**src/sv/msfd_pkg.sv**
```systemverilog
`timescale 1ns / 1ps

package msfd_pkg;

  localparam logic [7:0] MAGIC_FIRST  = 8'h4D;
  localparam logic [7:0] MAGIC_SECOND = 8'hFE;
  localparam int unsigned HEADER_BYTES = 9;
  localparam logic [3:0] HEADER_LAST = 4'(HEADER_BYTES - 1);

  localparam logic [7:0]  VERSION_RESET = 8'd1;
  localparam logic [15:0] MAX_LEN_RESET = 16'd512;

  typedef enum logic [1:0] {
    PH_HUNT    = 2'd0,
    PH_HEADER  = 2'd1,
    PH_PAYLOAD = 2'd2,
    PH_CHECK   = 2'd3
  } phase_t;

  typedef enum logic [1:0] {
    KIND_HEADER  = 2'd0,
    KIND_PAYLOAD = 2'd1,
    KIND_TRAILER = 2'd2,
    KIND_REJECT  = 2'd3
  } kind_t;

  typedef enum logic [1:0] {
    ERR_NONE    = 2'd0,
    ERR_VERSION = 2'd1,
    ERR_LENGTH  = 2'd2
  } err_t;

  typedef enum logic {
    REG_EXPECTED_VERSION = 1'b0,
    REG_MAX_PAYLOAD_LEN  = 1'b1
  } reg_index_t;

endpackage

```
**src/sv/magic_sync_frame_deframer.sv**
```systemverilog
`timescale 1ns / 1ps

// Byte-stream frame parser. One byte is taken per clock while in_stall is low;
// a byte passes from the input register through the parse logic into the
// result register, and the pipe keeps one byte per cycle as long as out_stall
// is low. in_stall rises only when both the input register and the result
// register are full and the result is stalled. The parser hunts for 0x4D
// 0xFE, collects a nine-byte little-endian header and gives one header result
// (or one rejection, marked last), one result per payload byte, and one
// trailer carrying the check word, marked last. Configuration registers take
// effect on the next header checked.
module magic_sync_frame_deframer (
  input  logic        clk,
  input  logic        rst,

  input  logic        in_valid,
  output logic        in_stall,
  input  logic [7:0]  in_byte,

  output logic        out_valid,
  input  logic        out_stall,
  output logic [1:0]  kind,
  output logic [1:0]  error_code,
  output logic [7:0]  version_seen,
  output logic [15:0] station_num,
  output logic [31:0] timestamp,
  output logic [15:0] payload_length,
  output logic [7:0]  data_byte,
  output logic [15:0] check_word,
  output logic        frame_last,

  input  logic        cfg_valid,
  output logic        cfg_ready,
  input  logic        cfg_index,
  input  logic [15:0] cfg_data
);

  logic [7:0]  expected_version;
  logic [15:0] max_payload_length;

  logic        r_valid;
  logic [7:0]  r_byte;

  msfd_pkg::phase_t phase, phase_next;
  logic        saw_first, saw_first_next;
  logic [15:0] byte_cnt, byte_cnt_next;
  logic [7:0]  hdr [msfd_pkg::HEADER_BYTES];
  logic [7:0]  check_low;

  logic        out_free;
  logic        go;
  logic        emit;
  logic        hdr_we;
  logic        check_we;
  logic [1:0]  kind_next;
  logic [1:0]  err_next;
  logic [7:0]  version_next;
  logic [15:0] station_next;
  logic [31:0] timestamp_next;
  logic [15:0] length_next;
  logic [7:0]  data_next;
  logic [15:0] check_next;
  logic        last_next;

  logic [15:0] hdr_len;
  logic [15:0] stored_len;
  logic [15:0] cnt_inc;

  assign cfg_ready = 1'b1;
  assign out_free  = !out_valid || !out_stall;
  assign go        = r_valid && out_free;
  assign in_stall  = r_valid && !out_free;

  assign hdr_len    = {r_byte, hdr[7]};
  assign stored_len = {hdr[8], hdr[7]};
  assign cnt_inc    = byte_cnt + 16'd1;

  always_ff @(posedge clk) begin
    if (rst) begin
      expected_version   <= msfd_pkg::VERSION_RESET;
      max_payload_length <= msfd_pkg::MAX_LEN_RESET;
    end else if (cfg_valid && cfg_ready) begin
      case (cfg_index)
        msfd_pkg::REG_EXPECTED_VERSION: expected_version   <= cfg_data[7:0];
        msfd_pkg::REG_MAX_PAYLOAD_LEN:  max_payload_length <= cfg_data;
        default: ;
      endcase
    end
  end

  always_ff @(posedge clk) begin
    if (rst) begin
      r_valid <= 1'b0;
    end else if (!in_stall) begin
      r_valid <= in_valid;
    end
  end

  always_ff @(posedge clk) begin
    if (!in_stall && in_valid) begin
      r_byte <= in_byte;
    end
  end

  always_comb begin
    phase_next     = phase;
    saw_first_next = saw_first;
    byte_cnt_next  = byte_cnt;
    emit           = 1'b0;
    hdr_we         = 1'b0;
    check_we       = 1'b0;
    kind_next      = msfd_pkg::KIND_HEADER;
    err_next       = msfd_pkg::ERR_NONE;
    version_next   = '0;
    station_next   = '0;
    timestamp_next = '0;
    length_next    = '0;
    data_next      = '0;
    check_next     = '0;
    last_next      = 1'b0;
    case (phase)
      msfd_pkg::PH_HUNT: begin
        if (saw_first && r_byte == msfd_pkg::MAGIC_SECOND) begin
          phase_next     = msfd_pkg::PH_HEADER;
          byte_cnt_next  = '0;
          saw_first_next = 1'b0;
        end else begin
          saw_first_next = (r_byte == msfd_pkg::MAGIC_FIRST);
        end
      end
      msfd_pkg::PH_HEADER: begin
        hdr_we        = 1'b1;
        byte_cnt_next = cnt_inc;
        if (byte_cnt[3:0] == msfd_pkg::HEADER_LAST) begin
          emit           = 1'b1;
          byte_cnt_next  = '0;
          version_next   = hdr[0];
          station_next   = {hdr[2], hdr[1]};
          timestamp_next = {hdr[6], hdr[5], hdr[4], hdr[3]};
          length_next    = hdr_len;
          if (hdr[0] != expected_version) begin
            err_next = msfd_pkg::ERR_VERSION;
          end else if (hdr_len > max_payload_length) begin
            err_next = msfd_pkg::ERR_LENGTH;
          end
          if (err_next != msfd_pkg::ERR_NONE) begin
            kind_next      = msfd_pkg::KIND_REJECT;
            last_next      = 1'b1;
            phase_next     = msfd_pkg::PH_HUNT;
            saw_first_next = 1'b0;
          end else begin
            kind_next  = msfd_pkg::KIND_HEADER;
            phase_next = (hdr_len == '0) ? msfd_pkg::PH_CHECK : msfd_pkg::PH_PAYLOAD;
          end
        end
      end
      msfd_pkg::PH_PAYLOAD: begin
        emit          = 1'b1;
        kind_next     = msfd_pkg::KIND_PAYLOAD;
        data_next     = r_byte;
        byte_cnt_next = cnt_inc;
        if (cnt_inc >= stored_len) begin
          byte_cnt_next = '0;
          phase_next    = msfd_pkg::PH_CHECK;
        end
      end
      msfd_pkg::PH_CHECK: begin
        if (byte_cnt == '0) begin
          check_we      = 1'b1;
          byte_cnt_next = 16'd1;
        end else begin
          emit           = 1'b1;
          kind_next      = msfd_pkg::KIND_TRAILER;
          check_next     = {r_byte, check_low};
          last_next      = 1'b1;
          byte_cnt_next  = '0;
          phase_next     = msfd_pkg::PH_HUNT;
          saw_first_next = 1'b0;
        end
      end
      default: ;
    endcase
  end

  always_ff @(posedge clk) begin
    if (rst) begin
      phase     <= msfd_pkg::PH_HUNT;
      saw_first <= 1'b0;
      byte_cnt  <= '0;
    end else if (go) begin
      phase     <= phase_next;
      saw_first <= saw_first_next;
      byte_cnt  <= byte_cnt_next;
    end
  end

  always_ff @(posedge clk) begin
    if (go && hdr_we) begin
      hdr[byte_cnt[3:0]] <= r_byte;
    end
    if (go && check_we) begin
      check_low <= r_byte;
    end
  end

  always_ff @(posedge clk) begin
    if (rst) begin
      out_valid <= 1'b0;
    end else if (out_free) begin
      out_valid <= go && emit;
    end
  end

  always_ff @(posedge clk) begin
    if (go && emit) begin
      kind           <= kind_next;
      error_code     <= err_next;
      version_seen   <= version_next;
      station_num    <= station_next;
      timestamp      <= timestamp_next;
      payload_length <= length_next;
      data_byte      <= data_next;
      check_word     <= check_next;
      frame_last     <= last_next;
    end
  end

  a_last_kind: assert property (@(posedge clk) disable iff (rst)
    out_valid |-> (frame_last == (kind == msfd_pkg::KIND_TRAILER ||
                                  kind == msfd_pkg::KIND_REJECT)))
    else $error("frame_last disagrees with kind");

  a_err_kind: assert property (@(posedge clk) disable iff (rst)
    out_valid |-> ((error_code != msfd_pkg::ERR_NONE) == (kind == msfd_pkg::KIND_REJECT)))
    else $error("error_code disagrees with kind");

  a_last_hunt: assert property (@(posedge clk) disable iff (rst)
    (go && emit && last_next) |=> (phase == msfd_pkg::PH_HUNT && !saw_first))
    else $error("parser not hunting after end of frame");

  a_stall_src: assert property (@(posedge clk) disable iff (rst)
    in_stall |-> (r_valid && out_valid && out_stall))
    else $error("input stalled without a stalled result");

endmodule
```
**config.mk**
```make
export PLATFORM = sky130hd
export DESIGN_NAME = magic_sync_frame_deframer
export DESIGN_NICKNAME = d
export VERILOG_FILES = /design/src/sv/msfd_pkg.sv /design/src/sv/magic_sync_frame_deframer.sv
export SDC_FILE = /design/constraint.sdc
export NUM_CORES = 1
export LEC_CHECK = 0
export BUFFER_PORTS_ARGS = -buffer_cell sky130_fd_sc_hd__buf_2
export CAP_MARGIN = 20
export CELL_PAD_IN_SITES_DETAIL_PLACEMENT = 1
export CELL_PAD_IN_SITES_GLOBAL_PLACEMENT = 2
export CORE_ASPECT_RATIO = 1.1
export CORE_MARGIN = 1.5
export CORE_UTILIZATION = 36
export DETAILED_ROUTE_END_ITERATION = 12
export GPL_TIMING_DRIVEN = 0
export PLACE_DENSITY_LB_ADDON = 0.15
export SLEW_MARGIN = 0
export SYNTH_ARGS = -nofsm -noshare
export SYNTH_HDL_FRONTEND = slang
export SYNTH_SLANG_ARGS = --single-unit
export TNS_END_PERCENT = 5
```
**constraint.sdc**
```tcl
create_clock -name clk -period 5.8 [get_ports clk]
set_input_delay 1.16 -clock clk [delete_from_list [all_inputs] [get_ports clk]]
set_output_delay 1.16 -clock clk [all_outputs]
set_load 0.1 [all_outputs]
```
### Yosys cells after proc, flatten, opt, wreduce, memory -nomap -nowiden

Memory sizes are Yosys's and may differ from the RTL's. A register that Yosys moved wholly into a read port is not among the register bits.
Index checks and enable logic that the tools add are counted.
W data, S select, Z words.

* add/subtract/negate cells: 1
* $lt $le $gt $ge: 2
* equal/unequal tests: 12
* mux-type cells: 36
* bitwise logic cells: 2
* reduce and logical (&&, ||, !) cells: 30

Operator list (number)
* $pmux W16 S4: 1
* $mux W16: 3
* $logic_not A16 Y1: 2
* $mux W2: 12
* $add A16 B1 Y16 const B: 1
* $ge A16 B16 Y1: 1
* $gt A16 B16 Y1: 1
* $mux W1: 15
* $logic_not A1 Y1: 10
* $ne A2 B2 Y1 const B: 5
* $reduce_and A5 Y1: 2
* $eq A8 B7 Y1 const B: 1
* $eq A8 B8 Y1 const B: 1
* $ne A8 B8 Y1: 1
* $pmux W2 S4: 1
* $reduce_and A2 Y1: 4
* $logic_and A1 B1 Y1: 7
* $pmux W1 S3: 2
* $pmux W2 S3: 1
* $eq A2 B2 Y1 const B: 2
* $eq A4 B4 Y1 const B: 1
* $reduce_bool A3 Y1: 1
* $eq A2 B1 Y1 const B: 1
* $logic_not A2 Y1: 1
* 5 further kinds: 6

* flip-flop bits (word level): 114
* RAM bits: 72
* word-level logic and storage cells: 100
* memories kept: 1

Memory list
* hdr: depth 9, width 8, rd ports 9, clocked after Yosys merged registers in 6, write ports 1, RTL line magic_sync_frame_deframer.sv:47 `logic [7:0] hdr [msfd_pkg::HEADER_BYTES];`

### Depth between registers and ports, before layout

An unclocked memory read counts as a cell.

* depth in word-level cells: 10
* mapped depth: 14

### Worst setup path before layout

OpenSTA, ideal clock, no wires.

* kind: input port to flip-flop
* start: input port out_stall
* end: register check_word[0] (enable)
* setup time: 562 ps
* arrival time: 5704 ps
* setup slack: -465 ps
* stages: 3
* buffers on the path: 0
* cells stage by stage: a21boi_2 > o21ai_2 > nor2_1

* word-level cells in the longest chain between the ends: 4

RTL lines
* from (decl): RTL line magic_sync_frame_deframer.sv:21 `input logic out_stall,`
* $logic_not A1 Y1: RTL line magic_sync_frame_deframer.sv:70 `assign out_free = !out_valid || !out_stall;`
* $logic_or A1 B1 Y1: RTL line magic_sync_frame_deframer.sv:70
* $logic_and A1 B1 Y1: RTL line magic_sync_frame_deframer.sv:71 `assign go = r_valid && out_free;`
* $logic_and A1 B1 Y1: RTL line magic_sync_frame_deframer.sv:215 `if (go && emit) begin`
* to (signal assigned): RTL line magic_sync_frame_deframer.sv:223 `check_word <= check_next;`
* to (decl): RTL line magic_sync_frame_deframer.sv:29 `output logic [15:0] check_word,`

Every way passes these cells.
A chain may end at the register's enable or synchronous reset.

### Final worst setup path

* start: register byte_cnt[0]
* end: register byte_cnt[14]

* word-level cells in the longest chain between the ends: 4

RTL lines
* from (decl): RTL line magic_sync_frame_deframer.sv:46 `logic [15:0] byte_cnt, byte_cnt_next;`
* from (signal assigned): RTL line magic_sync_frame_deframer.sv:193 `byte_cnt <= byte_cnt_next;`
* $add A16 B1 Y16: RTL line magic_sync_frame_deframer.sv:76 `assign cnt_inc = byte_cnt + 16'd1;`
* $ge A16 B16 Y1: RTL line magic_sync_frame_deframer.sv:162 `if (cnt_inc >= stored_len) begin`
* $mux W16: RTL line magic_sync_frame_deframer.sv:162
* $pmux W16 S4 *: RTL line magic_sync_frame_deframer.sv:121 `case (phase)`

Mark *: on every way between the ends. The rest lies on a longest branch, timed or not.

==> results_dict.tcl <==
set metrics [dict create \
    outcome "completed" \
    use_met2 0.285 \
    maxCapViolCount 0 \
    final_max_slew_viol_count 0 \
    grt_setup_unrepaired "no" \
    first_global_vias 6192 \
    drt-wirelength-per-cell_um 18.6 \
    synth_area_per_cell_um2 13.3 \
    worst-endpoint-required_ns 6.20 \
    power_density_mw_per_mm2 298 \
    critPathMaxFanout 10 \
    cts_tree "yes" \
    ctsResizeCount 0 \
    dp_hpwl_mm 16.4 \
    p_int_mw 2.69 \
    yosys_warnings 0 \
    dr.pass1.iters 4 \
    design.core.area_mm2 0.0261 \
    io_pins 134 \
    maxSlewHeadroom 0.363 \
    wl_mm 23.2 \
    fmax_ghz 0.253 \
    synthDominantCellAreaShare 0.594 \
    synth_fa_ha_area_frac 0.0471 \
    grt_usage 0.172 \
    worstMarginPinSlew_ns 0.955 \
    post_cts_buffers 0 \
    syn_area_mm2 0.00956 \
    vias_per_cell 4.71 \
    ir_drop_mv 0.172 \
    seq_power_share 0.543 \
    overflow 0 \
    drive_gt1_frac 0.220 \
    yosys.area_share.simple 0.153 \
    cts_htree_levels 1 \
    syn-num-nets 784 \
    p_clk_frac 0.435 \
    hold_class "reg2reg" \
    fin_nets 946 \
    die_y_um 174 \
    synth_top_family_by_area "simple AND/OR/NAND/NOR gates" \
    synth_enable_flop_cells 189 \
    grt.busiest_layer "met2" \
    clk_pin_slew_ns 0.07 \
    start_util 0.366 \
    place_area_mm2 0.0107 \
    portBuffers 132 \
    whs_ns 0.457 \
    ant_nets 0 \
    p_leak_nw 4.70 \
    skew_ns 0.0109 \
    dieWidth_um 158 \
    synthCells 718 \
    n_fill_cell 2801 \
    clock_path_buffers 3 \
    yosysMostFrequentCell "edfxtp_1" \
    synth-compound-area-share 0.0598 \
    synth.area.mux_share 0.00105 \
    cts_made_buffers 25 \
    synth_area_leaders "edfxtp_1, dfxtp_1, and2_1" \
    endpoint_kind "register" \
    synth_seq_area_share 0.688 \
    drtIter0Drc 187 \
    grt_max_degree 41 \
    cts-root-buf "clkbuf_16" \
    synth_top_area_cell "edfxtp_1" \
    grt_first_pass_wirelength_mm 36.3 \
    setup_violations 0 \
    place_congestion 0.818 \
    insertion_delay_ns 0.52 \
    numClockSinks 234 \
    power_mw 3.42 \
    cp-start-kind "register" \
    die_area_mm2 0.0275 \
    stdcell_area_mm2 0.0115 \
    cp_data_arrival_time_ns 4.35 \
    drt_drc_violations_left 0 \
    finalCritPeriodShare 0.681 \
    ys_ff_latch 234 \
    synth_cell_types 57 \
    p_sw_frac 0.215 \
    grt_use_met1 0.242 \
    critPathKind "reg2reg" \
    fp-row-count 62 \
    power_frac_comb 0.022 \
    vias 5892 \
    synth_common_cells "edfxtp_1, and2_1, nand2_1" \
    min_period_ns 3.95 \
    hold_buffers 0 \
    timing.final.hold_violations 0 \
    area_growth_pct 20.1 \
    synth_flop_cell "edfxtp_1" \
    async_flop_share 0 \
    ff_latch_area_mm2 0.00658 \
    grt_antenna_before_repair 0 \
    synth-xor-area-share 0.0229 \
    fin_tns_setup_ns 0 \
    multi_input_comb_area_mm2 0.00272 \
    grtUsageMet3 0.0254 \
    p_sw_mw 0.734 \
]
[registers in the layout, summed over array words and instances (netlist names), 2 cells and up, named ones only]
name                count
station_num            16
check_word             16
check_low               8
error_code              2
expected_version        8
hdr                    72
version_seen            8
payload_length         16
max_payload_length     16
data_byte               8
kind                    2
r_byte                  8
timestamp              32
byte_cnt               16
[path summary, 6_finish.rpt]
path         slack (ns)               endpoint                  start  cells past startpoint
max                1.85           byte_cnt[14]            byte_cnt[0]                     13
min                0.46  max_payload_length[4]  max_payload_length[4]                      2
max reg2reg        1.85           byte_cnt[14]            byte_cnt[0]                     13
min reg2reg        0.46  max_payload_length[4]  max_payload_length[4]                      2
[cell families after synthesis]
family,after synthesis
other,1
buffers and inverters,65
AO/OA/AOI/OAI,84
adder cells (fa/ha/maj),36
multiplexers,1
XOR/XNOR,25
flip-flops,234
AND/OR/NAND/NOR,272
[cells in the final DEF, fill, tap and decap left out, types with 2 or more instances in the layout]
cell type and count:
a211oi_1 5, xnor2_1 19, o2bb2ai_1 2, nand3_1 6, edfxtp_1 189, and3_1 9, a21oi_1 34, o21bai_1 3
clkinvlp_4 2, clkinv_2 8, nor4_1 6, buf_2 135, a21o_1 2, nor2b_1 6, nor3_2 2, o21ai_0 10
a221o_1 2, xor2_1 6, and2_1 95, nand2_1 76, nand3b_1 3, buf_4 4, nand2b_1 6, or3_4 2
ha_1 36, nor2_1 30, nand4_1 11, clkinv_1 3, nor3_1 9, a22o_1 9, nand4_2 2, dfxtp_1 45
o21a_1 2, clkbuf_16 25, clkbuf_1 24, buf_12 2, or2_2 2, inv_1 37
[power groups by stage]
stage          clock network, mW  logic (mW)  registers (mW)
2_1_floorplan                  0      0.0467            1.87
3_3_place_gp                   0      0.0731            1.89
3_5_place_dp                   0      0.0750            1.89
4_1_cts                     1.53      0.0760            1.86
5_1_grt                     1.59      0.0852            1.86
6_report                    1.49      0.0751            1.86
[per-layer routing]
metal	vias to the layer above	wire length (um)
met2	145	11000
met5	-	0
li1	2865	-
met4	0	357
met1	2852	10600
met3	30	1240
[area by class of cell]
class / instances / share of cell area
Clock buffer: 28 / 0.0555
Timing Repair Buffer: 135 / 0.0615
Sequential cell: 234 / 0.573
Antenna cell: 1 / 0.000218
Buffer: 28 / 0.0113
Clock inverter: 17 / 0.0109
Multi-Input combinational cell: 419 / 0.237
Inverter: 37 / 0.0121
Tap cell: 352 / 0.0384
[critical path, stage by stage (launching register included)]
cell and delay, ns:
dfxtp_1 0.49, ha_1 0.34, nand3_2 0.18, or3_4 0.42, or3_4 0.41, xnor2_1 0.14
ha_1 0.31, nand4_2 0.16, nor3_1 0.23, a211oi_1 0.10, a21oi_2 0.43, nor2_2 0.07
buf_4 0.19, a221o_1 0.34
[per-stage QoR]
stage	cells	worst slack [ns]	util
floorplan	718	1.24	-
global placement	1202	0.0309	0.408
detailed placement	1205	1.81	0.410
CTS	1250	1.79	0.439
global route	1250	1.48	0.439
finish	1251	1.85	0.439
(Power assumes the default switching activity.)
